`config.mk`:
```
export PLATFORM = sky130hd
export DESIGN_NAME = linear_probe_hash_table_top
export DESIGN_NICKNAME = d
export VERILOG_FILES = /design/src/rtl/lpht_pkg.sv /design/src/rtl/linear_probe_hash_table_top.sv /design/src/rtl/lpht_mod.sv
export VERILOG_INCLUDE_DIRS = /design/src /design/src/rtl
export SDC_FILE = /design/constraint.sdc
export NUM_CORES = 2
export LEC_CHECK = 0
export BUFFER_PORTS_ARGS = -buffer_cell sky130_fd_sc_hd__buf_2
export CAP_MARGIN = 25
export CORE_MARGIN = 5
export CORE_UTILIZATION = 30
export DETAILED_ROUTE_END_ITERATION = 16
export HOLD_SLACK_MARGIN = 0.12
export PLACE_DENSITY = 0.49
export RECOVER_POWER = 25
export SKIP_LAST_GASP = 1
export SLEW_MARGIN = 20
export SYNTH_ARGS = -nofsm -noshare
export SYNTH_HDL_FRONTEND = slang
export SYNTH_SLANG_ARGS = --single-unit
```
`constraint.sdc`:
```
create_clock -name clk -period 4.8 [get_ports clk]
set_input_delay 0.24 -clock clk [delete_from_list [all_inputs] [get_ports clk]]
set_output_delay 0.24 -clock clk [all_outputs]
set_load 0.005 [all_outputs]
```
`src/rtl/linear_probe_hash_table_top_assert.svh`:
```
// ---------------------------------------------------------------------------
// Assertion macros for the linear probe hash table
// Shorthand for the clocked implication checks used at the end of the top level.
// ---------------------------------------------------------------------------
`ifndef LINEAR_PROBE_HASH_TABLE_TOP_ASSERT_SVH
`define LINEAR_PROBE_HASH_TABLE_TOP_ASSERT_SVH

// Same-cycle implication, disabled while reset is asserted.
`define LPHT_ASSERT_IMP(name, clk, rst_n, ante, cons) \
    name: assert property (@(posedge clk) disable iff (!rst_n) (ante) |-> (cons)) \
        else $error("lpht: same-cycle check failed");

// Next-cycle implication, disabled while reset is asserted.
`define LPHT_ASSERT_NXT(name, clk, rst_n, ante, cons) \
    name: assert property (@(posedge clk) disable iff (!rst_n) (ante) |=> (cons)) \
        else $error("lpht: next-cycle check failed");

`endif

```
`src/rtl/lpht_pkg.sv`:
```
// ---------------------------------------------------------------------------
// Linear probe hash table package
// Action and status codes, register indexes and the modulo unit response type.
// ---------------------------------------------------------------------------
package lpht_pkg;

    // Width of the hash value, the configuration registers and the divisor.
    localparam int HASH_W = 8;

    localparam logic [1:0] ACT_INSERT = 2'd0;
    localparam logic [1:0] ACT_SEARCH = 2'd1;
    localparam logic [1:0] ACT_CLEAR  = 2'd2;

    localparam logic [2:0] STS_INSERTED   = 3'd0;
    localparam logic [2:0] STS_FULL       = 3'd1;
    localparam logic [2:0] STS_FOUND      = 3'd2;
    localparam logic [2:0] STS_NOT_FOUND  = 3'd3;
    localparam logic [2:0] STS_CLEARED    = 3'd4;
    localparam logic [2:0] STS_BAD_CONFIG = 3'd5;

    // Register indexes on the configuration port.
    localparam logic REG_TABLE_SIZE   = 1'b0;
    localparam logic REG_HASH_DIVISOR = 1'b1;

    typedef struct packed {
        logic              done;
        logic [HASH_W-1:0] rem;
    } lpht_mod_rsp_t;

endpackage

```
`src/rtl/linear_probe_hash_table_top.sv`:
```
// ---------------------------------------------------------------------------
// Linear probe hash table
// Open-addressing hash table with division hashing and linear probing.
// ---------------------------------------------------------------------------
//
//  Channel   Signals                          Carries
//  -------   ------------------------------   -----------------------------------
//  s_axis    tvalid tready tdata tuser        one request: action, key
//  m_axis    tvalid tready tdata tuser        one response: slot, comparisons, status
//  apb       psel penable pwrite paddr ...    table_size, hash_divisor registers
//
// An insert or search is accepted in the idle state, runs the bit-serial modulo unit,
// then for each slot probed does a registered memory read and a compare, and finally
// loads the response register.
// A clear sweeps the table memory one slot per cycle, then loads the response register.
// After reset the same sweep runs over the whole table before s_axis_tready rises.
// A response waits in the output register while m_axis_tready is low; the next
// request is accepted meanwhile and its response waits for that register.
// ---------------------------------------------------------------------------
`include "linear_probe_hash_table_top_assert.svh"

module linear_probe_hash_table_top
    import lpht_pkg::*;
#(
    parameter int TABLE_DEPTH = 128,
    parameter int KEY_BITS    = 15
)
(
    input  logic                                clk,
    input  logic                                rst_n,

    input  logic                                s_axis_tvalid,
    output logic                                s_axis_tready,
    input  logic [((KEY_BITS + 7) / 8) * 8-1:0] s_axis_tdata,  // key
    input  logic [1:0]                          s_axis_tuser,  // action

    output logic                                m_axis_tvalid,
    input  logic                                m_axis_tready,
    output logic [15:0]                         m_axis_tdata,  // slot[6:0], comparisons[14:7]
    output logic [2:0]                          m_axis_tuser,  // status

    input  logic                                psel,
    input  logic                                penable,
    input  logic                                pwrite,
    input  logic [2:0]                          paddr,
    input  logic [31:0]                         pwdata,
    output logic [31:0]                         prdata,
    output logic                                pready
);

    // Address width of the slot memory and width of a probe position.
    localparam int AW  = (TABLE_DEPTH > 2) ? $clog2(TABLE_DEPTH) : 1;
    localparam int PW  = (AW > HASH_W) ? AW : HASH_W;
    // Largest usable table size: bounded by the memory and by the 8-bit register.
    localparam int CAP = (TABLE_DEPTH > 255) ? 255 : TABLE_DEPTH;
    localparam int MW  = KEY_BITS + 1;

    typedef enum logic [6:0] {
        ST_INIT  = 7'b0000001,
        ST_IDLE  = 7'b0000010,
        ST_HASH  = 7'b0000100,
        ST_READ  = 7'b0001000,
        ST_PROBE = 7'b0010000,
        ST_CLEAR = 7'b0100000,
        ST_DONE  = 7'b1000000
    } state_t;

    state_t state_reg, state_next;

    logic [HASH_W-1:0]   table_size_reg, hash_divisor_reg;
    logic [HASH_W-1:0]   eff_size;
    logic                cfg_wr;

    logic [1:0]          action_reg, action_next;
    logic [KEY_BITS-1:0] key_reg, key_next;
    logic [PW-1:0]       pos_reg, pos_next;
    logic [PW-1:0]       home_reg, home_next;
    logic [HASH_W-1:0]   comps_reg, comps_next;
    logic [AW-1:0]       clr_cnt_reg, clr_cnt_next;

    logic [6:0]          res_slot_reg, res_slot_next;
    logic [HASH_W-1:0]   res_comps_reg, res_comps_next;
    logic [2:0]          res_status_reg, res_status_next;

    logic                out_valid_reg, out_valid_next;
    logic [6:0]          out_slot_reg, out_slot_next;
    logic [HASH_W-1:0]   out_comps_reg, out_comps_next;
    logic [2:0]          out_status_reg, out_status_next;

    logic [MW-1:0]       slot_mem [TABLE_DEPTH];
    logic [MW-1:0]       rd_q_reg;
    logic                mem_we;
    logic [AW-1:0]       mem_waddr;
    logic [MW-1:0]       mem_wdata;

    logic                in_xfer;
    logic                mod_start;
    lpht_mod_rsp_t       mod_rsp;

    logic [PW-1:0]       pos_inc;
    logic [PW-1:0]       pos_wrap;
    logic                slot_used;
    logic [KEY_BITS-1:0] slot_key;

    // -----------------------------------------------------------------------
    // Configuration port. Only paddr[2] selects the register; pready is tied
    // high, so every access completes in its access cycle.
    // -----------------------------------------------------------------------
    assign pready = 1'b1;
    assign cfg_wr = psel && penable && pwrite && pready;

    always_ff @(posedge clk or negedge rst_n)
    begin
        if (!rst_n)
        begin
            table_size_reg   <= 8'd128;
            hash_divisor_reg <= 8'd127;
        end
        else if (cfg_wr)
        begin
            case (paddr[2])
                REG_TABLE_SIZE:   table_size_reg   <= pwdata[HASH_W-1:0];
                REG_HASH_DIVISOR: hash_divisor_reg <= pwdata[HASH_W-1:0];
                default:          table_size_reg   <= table_size_reg;
            endcase
        end
    end

    always_comb
    begin
        case (paddr[2])
            REG_TABLE_SIZE:   prdata = {24'd0, table_size_reg};
            REG_HASH_DIVISOR: prdata = {24'd0, hash_divisor_reg};
            default:          prdata = '0;
        endcase
    end

    // A size larger than the memory behaves as the full memory.
    assign eff_size = (table_size_reg > HASH_W'(CAP)) ? HASH_W'(CAP) : table_size_reg;

    // -----------------------------------------------------------------------
    // Home slot: key mod hash_divisor, computed bit-serially. The unit loads
    // the key straight from the request at the accepting edge.
    // -----------------------------------------------------------------------
    lpht_mod #(
        .KEY_BITS (KEY_BITS)
    ) u_mod (
        .clk      (clk),
        .rst_n    (rst_n),
        .start    (mod_start),
        .dividend (s_axis_tdata[KEY_BITS-1:0]),
        .divisor  (hash_divisor_reg),
        .rsp      (mod_rsp)
    );

    // -----------------------------------------------------------------------
    // Slot memory. Each word holds the occupied flag above the stored key.
    // The read port always follows the current probe position; its data is
    // registered and examined in the cycle after the address was presented.
    // -----------------------------------------------------------------------
    always_ff @(posedge clk)
    begin
        if (mem_we)
        begin
            slot_mem[mem_waddr] <= mem_wdata;
        end
        rd_q_reg <= slot_mem[pos_reg[AW-1:0]];
    end

    assign slot_used = rd_q_reg[MW-1];
    assign slot_key  = rd_q_reg[KEY_BITS-1:0];

    // Next probe position, wrapping at the effective table size.
    assign pos_inc  = pos_reg + 1'b1;
    assign pos_wrap = (pos_inc == PW'(eff_size)) ? '0 : pos_inc;

    assign s_axis_tready = (state_reg == ST_IDLE);
    assign in_xfer       = s_axis_tvalid && s_axis_tready;

    // -----------------------------------------------------------------------
    // Sequencer.
    // -----------------------------------------------------------------------
    always_comb
    begin
        state_next      = state_reg;
        action_next     = action_reg;
        key_next        = key_reg;
        pos_next        = pos_reg;
        home_next       = home_reg;
        comps_next      = comps_reg;
        clr_cnt_next    = clr_cnt_reg;
        res_slot_next   = res_slot_reg;
        res_comps_next  = res_comps_reg;
        res_status_next = res_status_reg;
        out_valid_next  = out_valid_reg;
        out_slot_next   = out_slot_reg;
        out_comps_next  = out_comps_reg;
        out_status_next = out_status_reg;
        mod_start       = 1'b0;
        mem_we          = 1'b0;
        mem_waddr       = clr_cnt_reg;
        mem_wdata       = '0;

        // The consumer took the waiting response.
        if (out_valid_reg && m_axis_tready)
        begin
            out_valid_next = 1'b0;
        end

        case (state_reg)
            ST_INIT, ST_CLEAR:
            begin
                // Sweep the memory, marking every slot empty.
                mem_we       = 1'b1;
                clr_cnt_next = clr_cnt_reg + 1'b1;
                if (clr_cnt_reg == AW'(TABLE_DEPTH - 1))
                begin
                    clr_cnt_next = '0;
                    if (state_reg == ST_INIT)
                    begin
                        state_next = ST_IDLE;
                    end
                    else
                    begin
                        res_slot_next   = '0;
                        res_comps_next  = '0;
                        res_status_next = STS_CLEARED;
                        state_next      = ST_DONE;
                    end
                end
            end

            ST_IDLE:
            begin
                if (in_xfer)
                begin
                    action_next    = s_axis_tuser;
                    key_next       = s_axis_tdata[KEY_BITS-1:0];
                    res_slot_next  = '0;
                    res_comps_next = '0;
                    if (s_axis_tuser == ACT_CLEAR)
                    begin
                        state_next = ST_CLEAR;
                    end
                    else if ((s_axis_tuser != ACT_INSERT && s_axis_tuser != ACT_SEARCH)
                             || hash_divisor_reg == '0 || eff_size == '0)
                    begin
                        res_status_next = STS_BAD_CONFIG;
                        state_next      = ST_DONE;
                    end
                    else
                    begin
                        mod_start  = 1'b1;
                        state_next = ST_HASH;
                    end
                end
            end

            ST_HASH:
            begin
                // The modulo unit was started at the accepting edge.
                if (mod_rsp.done)
                begin
                    if (mod_rsp.rem >= eff_size)
                    begin
                        res_status_next = STS_BAD_CONFIG;
                        state_next      = ST_DONE;
                    end
                    else
                    begin
                        pos_next   = PW'(mod_rsp.rem);
                        home_next  = PW'(mod_rsp.rem);
                        comps_next = '0;
                        state_next = ST_READ;
                    end
                end
            end

            ST_READ:
            begin
                state_next = ST_PROBE;
            end

            ST_PROBE:
            begin
                if (action_reg == ACT_INSERT)
                begin
                    if (!slot_used)
                    begin
                        mem_we          = 1'b1;
                        mem_waddr       = pos_reg[AW-1:0];
                        mem_wdata       = {1'b1, key_reg};
                        res_slot_next   = pos_reg[6:0];
                        res_status_next = STS_INSERTED;
                        state_next      = ST_DONE;
                    end
                    else if (pos_wrap == home_reg)
                    begin
                        res_status_next = STS_FULL;
                        state_next      = ST_DONE;
                    end
                    else
                    begin
                        pos_next   = pos_wrap;
                        state_next = ST_READ;
                    end
                end
                else
                begin
                    if (slot_used && comps_reg < eff_size)
                    begin
                        comps_next = comps_reg + 1'b1;
                        if (slot_key == key_reg)
                        begin
                            res_slot_next   = pos_reg[6:0];
                            res_comps_next  = comps_reg + 1'b1;
                            res_status_next = STS_FOUND;
                            state_next      = ST_DONE;
                        end
                        else
                        begin
                            pos_next   = pos_wrap;
                            state_next = ST_READ;
                        end
                    end
                    else
                    begin
                        res_comps_next  = comps_reg;
                        res_status_next = STS_NOT_FOUND;
                        state_next      = ST_DONE;
                    end
                end
            end

            ST_DONE:
            begin
                // Move the response into the output register once it is free.
                if (!out_valid_reg || m_axis_tready)
                begin
                    out_valid_next  = 1'b1;
                    out_slot_next   = res_slot_reg;
                    out_comps_next  = res_comps_reg;
                    out_status_next = res_status_reg;
                    state_next      = ST_IDLE;
                end
            end

            default:
            begin
                state_next = ST_INIT;
            end
        endcase
    end

    always_ff @(posedge clk or negedge rst_n)
    begin
        if (!rst_n)
        begin
            state_reg     <= ST_INIT;
            clr_cnt_reg   <= '0;
            out_valid_reg <= 1'b0;
        end
        else
        begin
            state_reg     <= state_next;
            clr_cnt_reg   <= clr_cnt_next;
            out_valid_reg <= out_valid_next;
        end
    end

    always_ff @(posedge clk)
    begin
        action_reg     <= action_next;
        key_reg        <= key_next;
        pos_reg        <= pos_next;
        home_reg       <= home_next;
        comps_reg      <= comps_next;
        res_slot_reg   <= res_slot_next;
        res_comps_reg  <= res_comps_next;
        res_status_reg <= res_status_next;
        out_slot_reg   <= out_slot_next;
        out_comps_reg  <= out_comps_next;
        out_status_reg <= out_status_next;
    end

    assign m_axis_tvalid = out_valid_reg;
    assign m_axis_tdata  = {1'b0, out_comps_reg, out_slot_reg};
    assign m_axis_tuser  = out_status_reg;

    // -----------------------------------------------------------------------
    // Assertions.
    // -----------------------------------------------------------------------
    `LPHT_ASSERT_IMP(a_mod_done_in_hash, clk, rst_n, mod_rsp.done, state_reg == ST_HASH)
    `LPHT_ASSERT_IMP(a_comps_bounded, clk, rst_n, state_reg == ST_PROBE, comps_reg <= eff_size)
    `LPHT_ASSERT_NXT(a_one_at_a_time, clk, rst_n, in_xfer, !s_axis_tready)

endmodule

```
`src/rtl/lpht_mod.sv`:
```
// ---------------------------------------------------------------------------
// Iterative modulo unit
// Restoring remainder calculation, one dividend bit per cycle.
// ---------------------------------------------------------------------------
module lpht_mod
    import lpht_pkg::*;
#(
    parameter int KEY_BITS = 15
)
(
    input  logic                clk,
    input  logic                rst_n,
    input  logic                start,
    input  logic [KEY_BITS-1:0] dividend,
    input  logic [HASH_W-1:0]   divisor,
    output lpht_mod_rsp_t       rsp
);

    localparam int CW = $clog2(KEY_BITS + 1);

    logic [KEY_BITS-1:0] q_reg, q_next;
    logic [HASH_W-1:0]   rem_reg, rem_next;
    logic [CW-1:0]       cnt_reg, cnt_next;
    logic                busy_reg, busy_next;
    logic                done_reg, done_next;
    logic [HASH_W:0]     trial;

    // The shared subtract and compare: shift in the next bit, subtract if it fits.
    assign trial = {rem_reg, q_reg[KEY_BITS-1]};

    always_comb
    begin
        q_next    = q_reg;
        rem_next  = rem_reg;
        cnt_next  = cnt_reg;
        busy_next = busy_reg;
        done_next = 1'b0;
        if (start)
        begin
            q_next    = dividend;
            rem_next  = '0;
            cnt_next  = CW'(KEY_BITS);
            busy_next = 1'b1;
        end
        else if (busy_reg)
        begin
            q_next = {q_reg[KEY_BITS-2:0], 1'b0};
            if (trial >= {1'b0, divisor})
            begin
                rem_next = HASH_W'(trial - {1'b0, divisor});
            end
            else
            begin
                rem_next = trial[HASH_W-1:0];
            end
            cnt_next = cnt_reg - 1'b1;
            if (cnt_reg == CW'(1))
            begin
                busy_next = 1'b0;
                done_next = 1'b1;
            end
        end
    end

    always_ff @(posedge clk or negedge rst_n)
    begin
        if (!rst_n)
        begin
            cnt_reg  <= '0;
            busy_reg <= 1'b0;
            done_reg <= 1'b0;
        end
        else
        begin
            cnt_reg  <= cnt_next;
            busy_reg <= busy_next;
            done_reg <= done_next;
        end
    end

    always_ff @(posedge clk)
    begin
        q_reg   <= q_next;
        rem_reg <= rem_next;
    end

    assign rsp.done = done_reg;
    assign rsp.rem  = rem_reg;

endmodule

```
Yosys cells after proc, flatten, opt, wreduce, memory -nomap -nowiden
Memories as Yosys holds them, arrays and structs flattened. A register that Yosys moved wholly into a read port is not among the register bits.
Cells that the tools add are included.
{ "classes": {"eq_ne": 34, "magnitude_cmp": 4, "muxes": 88, "add_sub_neg": 5, "reduce_logical": 30, "bitwise": 2} }
{ "op_table": {"columns": ["operator", "count"], "rows": [
  ["$mux 7", 24],
  ["$mux 8", 20],
  ["$pmux 32 s2", 1],
  ["$mux 16", 3],
  ["$pmux 7 s6", 1],
  ["$mux 3", 12],
  ["$pmux 8 s2", 2],
  ["$mux 15", 2],
  ["$pmux 8 s3", 1],
  ["$ne 3x3->1 const B", 7],
  ["$pmux 7 s3", 1],
  ["$mux 1", 17],
  ["$add 8x1->8 const B", 2],
  ["$eq 8x8->1", 2],
  ["$logic_not 8->1", 2],
  ["$ne 2x2->1 const B", 8],
  ["$eq 15x15->1", 1],
  ["$eq 7x7->1 const B", 2],
  ["$reduce_and 7->1", 2],
  ["$pmux 3 s4", 1],
  ["$reduce_and 10->1", 1],
  ["$ge 9x8->1", 1],
  ["$ge 8x8->1", 1],
  ["$gt 8x8->1 const B", 1],
  ["30 further kinds", 48]
]} }
{ "totals": {"elab_cells": 185, "mem_count": 1, "out_inout_bits": 54, "in_bits": 60, "ramBits": 2048, "register_bits": 137} }
{ "memory_table": {"columns": ["memory", "words", "width", "rd", "rd_ports_with_merged_regs", "write_ports", "line", "source"], "rows": [
  ["slot_mem", 128, 16, 1, 1, 1, "linear_probe_hash_table_top.sv:90", "logic [MW-1:0] slot_mem [TABLE_DEPTH];"]
]} }

Logic depth before layout (Yosys ltp)
{ "logic_depth": {"depth_word": 9, "depth_mapped": 12, "mapped_depth_nobuf": 11} }

Hierarchy
A second synthesis with hierarchy kept.
{ "hier_totals": {"hier_cells": 3770, "hier_area_um2": 86230.2} }
{ "by_module_without_submodules": {"columns": ["module", "area_each_um2", "instances", "cells_each", "seq_area_each_um2"], "rows": [
  ["linear_probe_hash_table_top", 84551.1, 1, 3622, 64918.5],
  ["lpht_mod", 1679.1, 1, 148, 760.7]
]} }

Worst setup path before layout
No wires, ideal clock.
{ "synth_path": {"path_kind": "reg-to-reg", "start": "reg state_reg[0]", "end": "mem slot_mem[108][0] in the netlist's numbering (enable)", "period_less_slack_ns": 5.026, "required_ns": 4.412, "arrival_ns": 4.637, "setup_time_ns": 0.388, "setup_slack_ns": -0.226, "stages_incl_launch_ff": 11, "path_buffers": 2, "cell_sequence": "dfstp_2 > clkbuf_1 > nor3_1 > and3_1 > nand2_1 > clkinv_1 > nor3b_1 > nor2b_1 > a22oi_1 > clkbuf_1 > nor2_1"} }
{ "synth_via": {"elab_chain_cells": 5, "word_cells_on_any_way": 8, "cone_classes": "eq/ne (3); mux (4); reduce/logical (1)"} }
{ "synth_lines": {"columns": ["element", "line", "source"], "rows": [
  ["start, declared", "linear_probe_hash_table_top.sv:68", "state_t state_reg, state_next;"],
  ["start signal, assigned", "linear_probe_hash_table_top.sv:365", "state_reg <= state_next;"],
  ["$eq 7x1->1 / $eq 7x6->1 (equally long branches)", "linear_probe_hash_table_top.sv:210", "case (state_reg)"],
  ["$reduce_or 2->1", "linear_probe_hash_table_top.sv:210", null],
  ["$pmux 1 s2", "linear_probe_hash_table_top.sv:210", null],
  ["$mux 1", "linear_probe_hash_table_top.sv:163", "if (mem_we)"],
  ["$mux 1 (implied by the code)", "linear_probe_hash_table_top.sv:165", "slot_mem[mem_waddr] <= mem_wdata;"],
  ["end, declared", "linear_probe_hash_table_top.sv:90", null]
]} }
Parallel ways exist; a longest one is shown, timed or not.

Final worst setup path
{ "layout_path": {"start": "reg state_reg[5]", "end": "mem slot_mem[119][14] in the netlist's numbering, data pin"} }
{ "layout_via": {"elab_chain_cells": 2} }
{ "layout_lines": {"columns": ["element", "line", "source"], "rows": [
  ["$eq 7x5->1", "linear_probe_hash_table_top.sv:210", null],
  ["$mux 16", "linear_probe_hash_table_top.sv:210", null],
  ["named net mem_wdata[14]", "linear_probe_hash_table_top.sv:94", "logic [MW-1:0] mem_wdata;"]
]} }
The timed path passes the listed nets, and every way through them passes these cells.

==> reports/results.txt <==
startpoint of the lowest-slack register-to-register path = state_reg[5]
worst-case reg-to-reg path depth = 5
Via density = 4.95
Tmin final = 4220 ps
area of the die = 0.298 mm^2
internal power = 0.0307 W
part of the total power dissipated in sequential elements = 54.5%
Top delay family on crit path = simple AND/OR/NAND/NOR gates
violated checks = max-capacitance violations, max-slew violations
total of warnings raised by yosys = 0
leakage = 25.5 nW
destination of the worst register-to-register timing path = slot_mem[119][14]
clock network fraction of total power = 43.6%
insertion delay of the later-clocked pin in the worst-skew pair = 880 ps
Max H-tree Level = 4
crit path capture = slot_mem[119][14]
Core Box Area = 0.286 mm^2
Initial Utilization = 30.2%
beginning of the critical path = state_reg[5]
number of placed instances with taps included = 7644
worst slew margin relative to its limit = -40.0%
vias post-DR = 40200
post-synth top area cell = sky130_fd_sc_hd__edfxtp_1
final estimated routing congestion in global placement = 0.769
Final Power = 0.0385 W
Fin Clk Skew = 66.9 ps
Period Utilization, post-route = 87.8%
power per unit of standard cell area = 386 mW/mm^2
utilization after layout = 35.0%
most common cell after layout, fill and taps aside = sky130_fd_sc_hd__edfxtp_1
required time worst endpoint = 5410 ps
Worst Path Buf+Inv = 2
Slew @ Worst Pin = 2100 ps
Area Growth Syn to Fin = 15.9%
sum of overflow across all layers after global routing = 0
Avg Inst Size Synth = 22.6 um^2
dominant synthesized flop cell = sky130_fd_sc_hd__edfxtp_1
global-route usage over all layers = 14.8%
total standard cell area after synthesis = 0.0862 mm^2
number of port buffers = 60
final non-filler cell total = 8122
Antenna Nets Post-Route = 0
clock slew at the register clock pins of the worst setup and hold paths = 60 ps
critical path peak fanout = 67
commonest cells after routing, fill and taps aside = 2140 x sky130_fd_sc_hd__edfxtp_1, 665 x sky130_fd_sc_hd__mux4_2, 226 x sky130_fd_sc_hd__clkbuf_16
drt wl/cell = 27.7 um
post-detailed-route DRC marker count = 0
Post-Synthesis Cells = 3823
Max Root-Sink Buffers = 4
dpl ws = 846 ps
MaxCap Viol Count = 2
summed negative setup slack over all endpoints = 0 ps
reg-to-reg slack, setup = 580 ps
number of global-route vias before repair = 41800
power spent charging and discharging nets = 0.00781 W
slack of the critical path = 584 ps
Sw Ratio = 20.3%
setup repair after global routing missed its margin = no
Tightest Hold Check Type = in2reg
Arrival @ worst endpoint = 4830 ps
library cell used as clock root buffer = sky130_fd_sc_hd__clkbuf_16
fraction of layout cells with a size suffix above 1 = 31.7%
final layout net count = 4258
final number of setup-violating endpoints = 0
ys async rst share = 1.68%
Synth top area share = 74.5%
clock tree from TritonCTS = done
first-pass GRT wire length = 320000 um
worst IR drop on VDD = 299 uV
row count = 196
number of flops mapped to enable cells by yosys = 2140
post-CTS setup-driven buffer insertion count = 0
biggest area contributors in the synthesized netlist = sky130_fd_sc_hd__edfxtp_1 75%, sky130_fd_sc_hd__mux4_2 17%, sky130_fd_sc_hd__dfrtp_1 0.81%, sky130_fd_sc_hd__nor2_1 0.80%, sky130_fd_sc_hd__mux2_2 0.67%
library cell contributing the largest single delay on the critical path = sky130_fd_sc_hd__and3_2
Pins Over Slew Limit = 78
type of the worst setup path = reg2reg
die extent in y = 546 um
total of flip-flops plus latches after synthesis = 2201
horizontal die dimension = 546 um
maximum clock rate = 237 MHz
routed wire length = 225000 um
hold violation total from the final report = 0
count of clock tree sinks = 2201
max reg flops = 2048
First DRT Iteration DRCs = 3599
PostCTS Resize Cnt = 0
Largest stage delay, worst path = 1280 ps
library cells used by synthesis = 65
part of the Yosys area used for sequential elements = 76.2%
largest net degree at the start of global routing = 119
first-pass iteration count of the detailed router = 5
number of clock buffers inserted by TritonCTS = 226
share of total power in combinational logic = 1.9%
Worst path depth = 5
num ports = 114
outcome = complete, but fails checks
antenna violations before repair = 5
post-DP HPWL = 124000 um
crit-path cells = nor3_1 > and3_1 > clkbuf_1 > and3_2 > buf_4
critical path capture point type = flop
startpoint type of the worst setup path = flop
## Yosys cell counts (all sizes together) (4+ instances only)
cell type and instances:
edfxtp 2140, mux4 665, nor2 183, clkbuf 122, buf 114, nand2 82, mux2 51, o21ai 38
xnor2 36, inv 29, dfrtp 28, ha 28, and3 26, dfxtp 24, a21oi 23, or2 20
xor2 17, a31oi 15, mux2i 15, nand3 15, nand2b 14, nor3 11, a21o 9, dfstp 9
nand4 9, nor4 8, and2 7, nand3b 7, nor2b 6, nor3b 6, o31ai 6, or3 6
nor4b 4, o211ai 4, o22ai 4
## worst min-delay path by stage
stage / start / end / slack (ps) / depth (start not counted)
finish: s_axis_tdata[8] / key_reg[8] / 240 / 2
CTS: s_axis_tdata[3] / key_reg[3] / 120 / 2
global placement: res_comps_reg[3] / out_comps_reg[3] / 410 / 0
floorplan: rst_n / clr_cnt_reg[0] / -60 / 0
detailed placement: res_slot_reg[0] / out_slot_reg[0] / 410 / 0
global route: s_axis_tdata[8] / key_reg[8] / 220 / 2
## cell type report
type | instances | area (um^2)
Tap cell | 3762 | 4710
Sequential cell | 2201 | 65700
Clock buffer | 281 | 5940
Antenna cell | 8 | 20.0
Inverter | 31 | 119
Multi-Input combinational cell | 1379 | 19700
Clock inverter | 130 | 1060
Timing Repair Buffer | 330 | 2700
Fill cell | 26300 | 186000
## what timing repair did
action                                 4_1_cts  5_1_grt
hold buffers                                56        0
setup endpoints to repair                    0        0
endpoints found under the hold margin      113        0
## cell families after synthesis
| kind of cell | synth area share [%] |
|---|---|
| muxes | 18.2 |
| adders and majority gates | 0.430 |
| other | 0.00871 |
| buffers and inverters | 1.38 |
| xor gates and xnor gates | 0.644 |
| DFF | 76.2 |
| and+or+nand+nor | 2.26 |
| AOI/OAI and AO/OA | 0.900 |
## through the flow
stage,cell area (um^2),hold slack (ps)
CTS,100000,122
global placement,92300,410
global route,99900,215
detailed placement,92400,407
finish,99900,237
floorplan,86300,-55.6
## metal layers
layer / GRT usage [%] / routed length (um) / up-vias
met5: 0 / 0 / -
met4: 3.91 / 5510 / 0
met3: 2.35 / 11200 / 300
met2: 24.5 / 110000 / 1028
met1: 20.3 / 98600 / 22100
li1: - / - / 16700
## worst register-to-register path: stages (launching register included)
cell                       delay [ps]
sky130_fd_sc_hd__dfrtp_1          470
sky130_fd_sc_hd__nor3_1           310
sky130_fd_sc_hd__and3_1           220
sky130_fd_sc_hd__clkbuf_1        1040
sky130_fd_sc_hd__and3_2          1290
sky130_fd_sc_hd__buf_4            610
## power by group through the flow
stage	clock (W)	sequential [W]	combinational, W
2_1_floorplan	0	0.0213	0.000555
3_3_place_gp	0	0.0214	0.000695
3_5_place_dp	0	0.0214	0.000693
4_1_cts	0.0173	0.0210	0.000745
5_1_grt	0.0181	0.0210	0.000843
6_report	0.0168	0.0210	0.000741
Note: power is estimated with default switching activity, not from simulation.
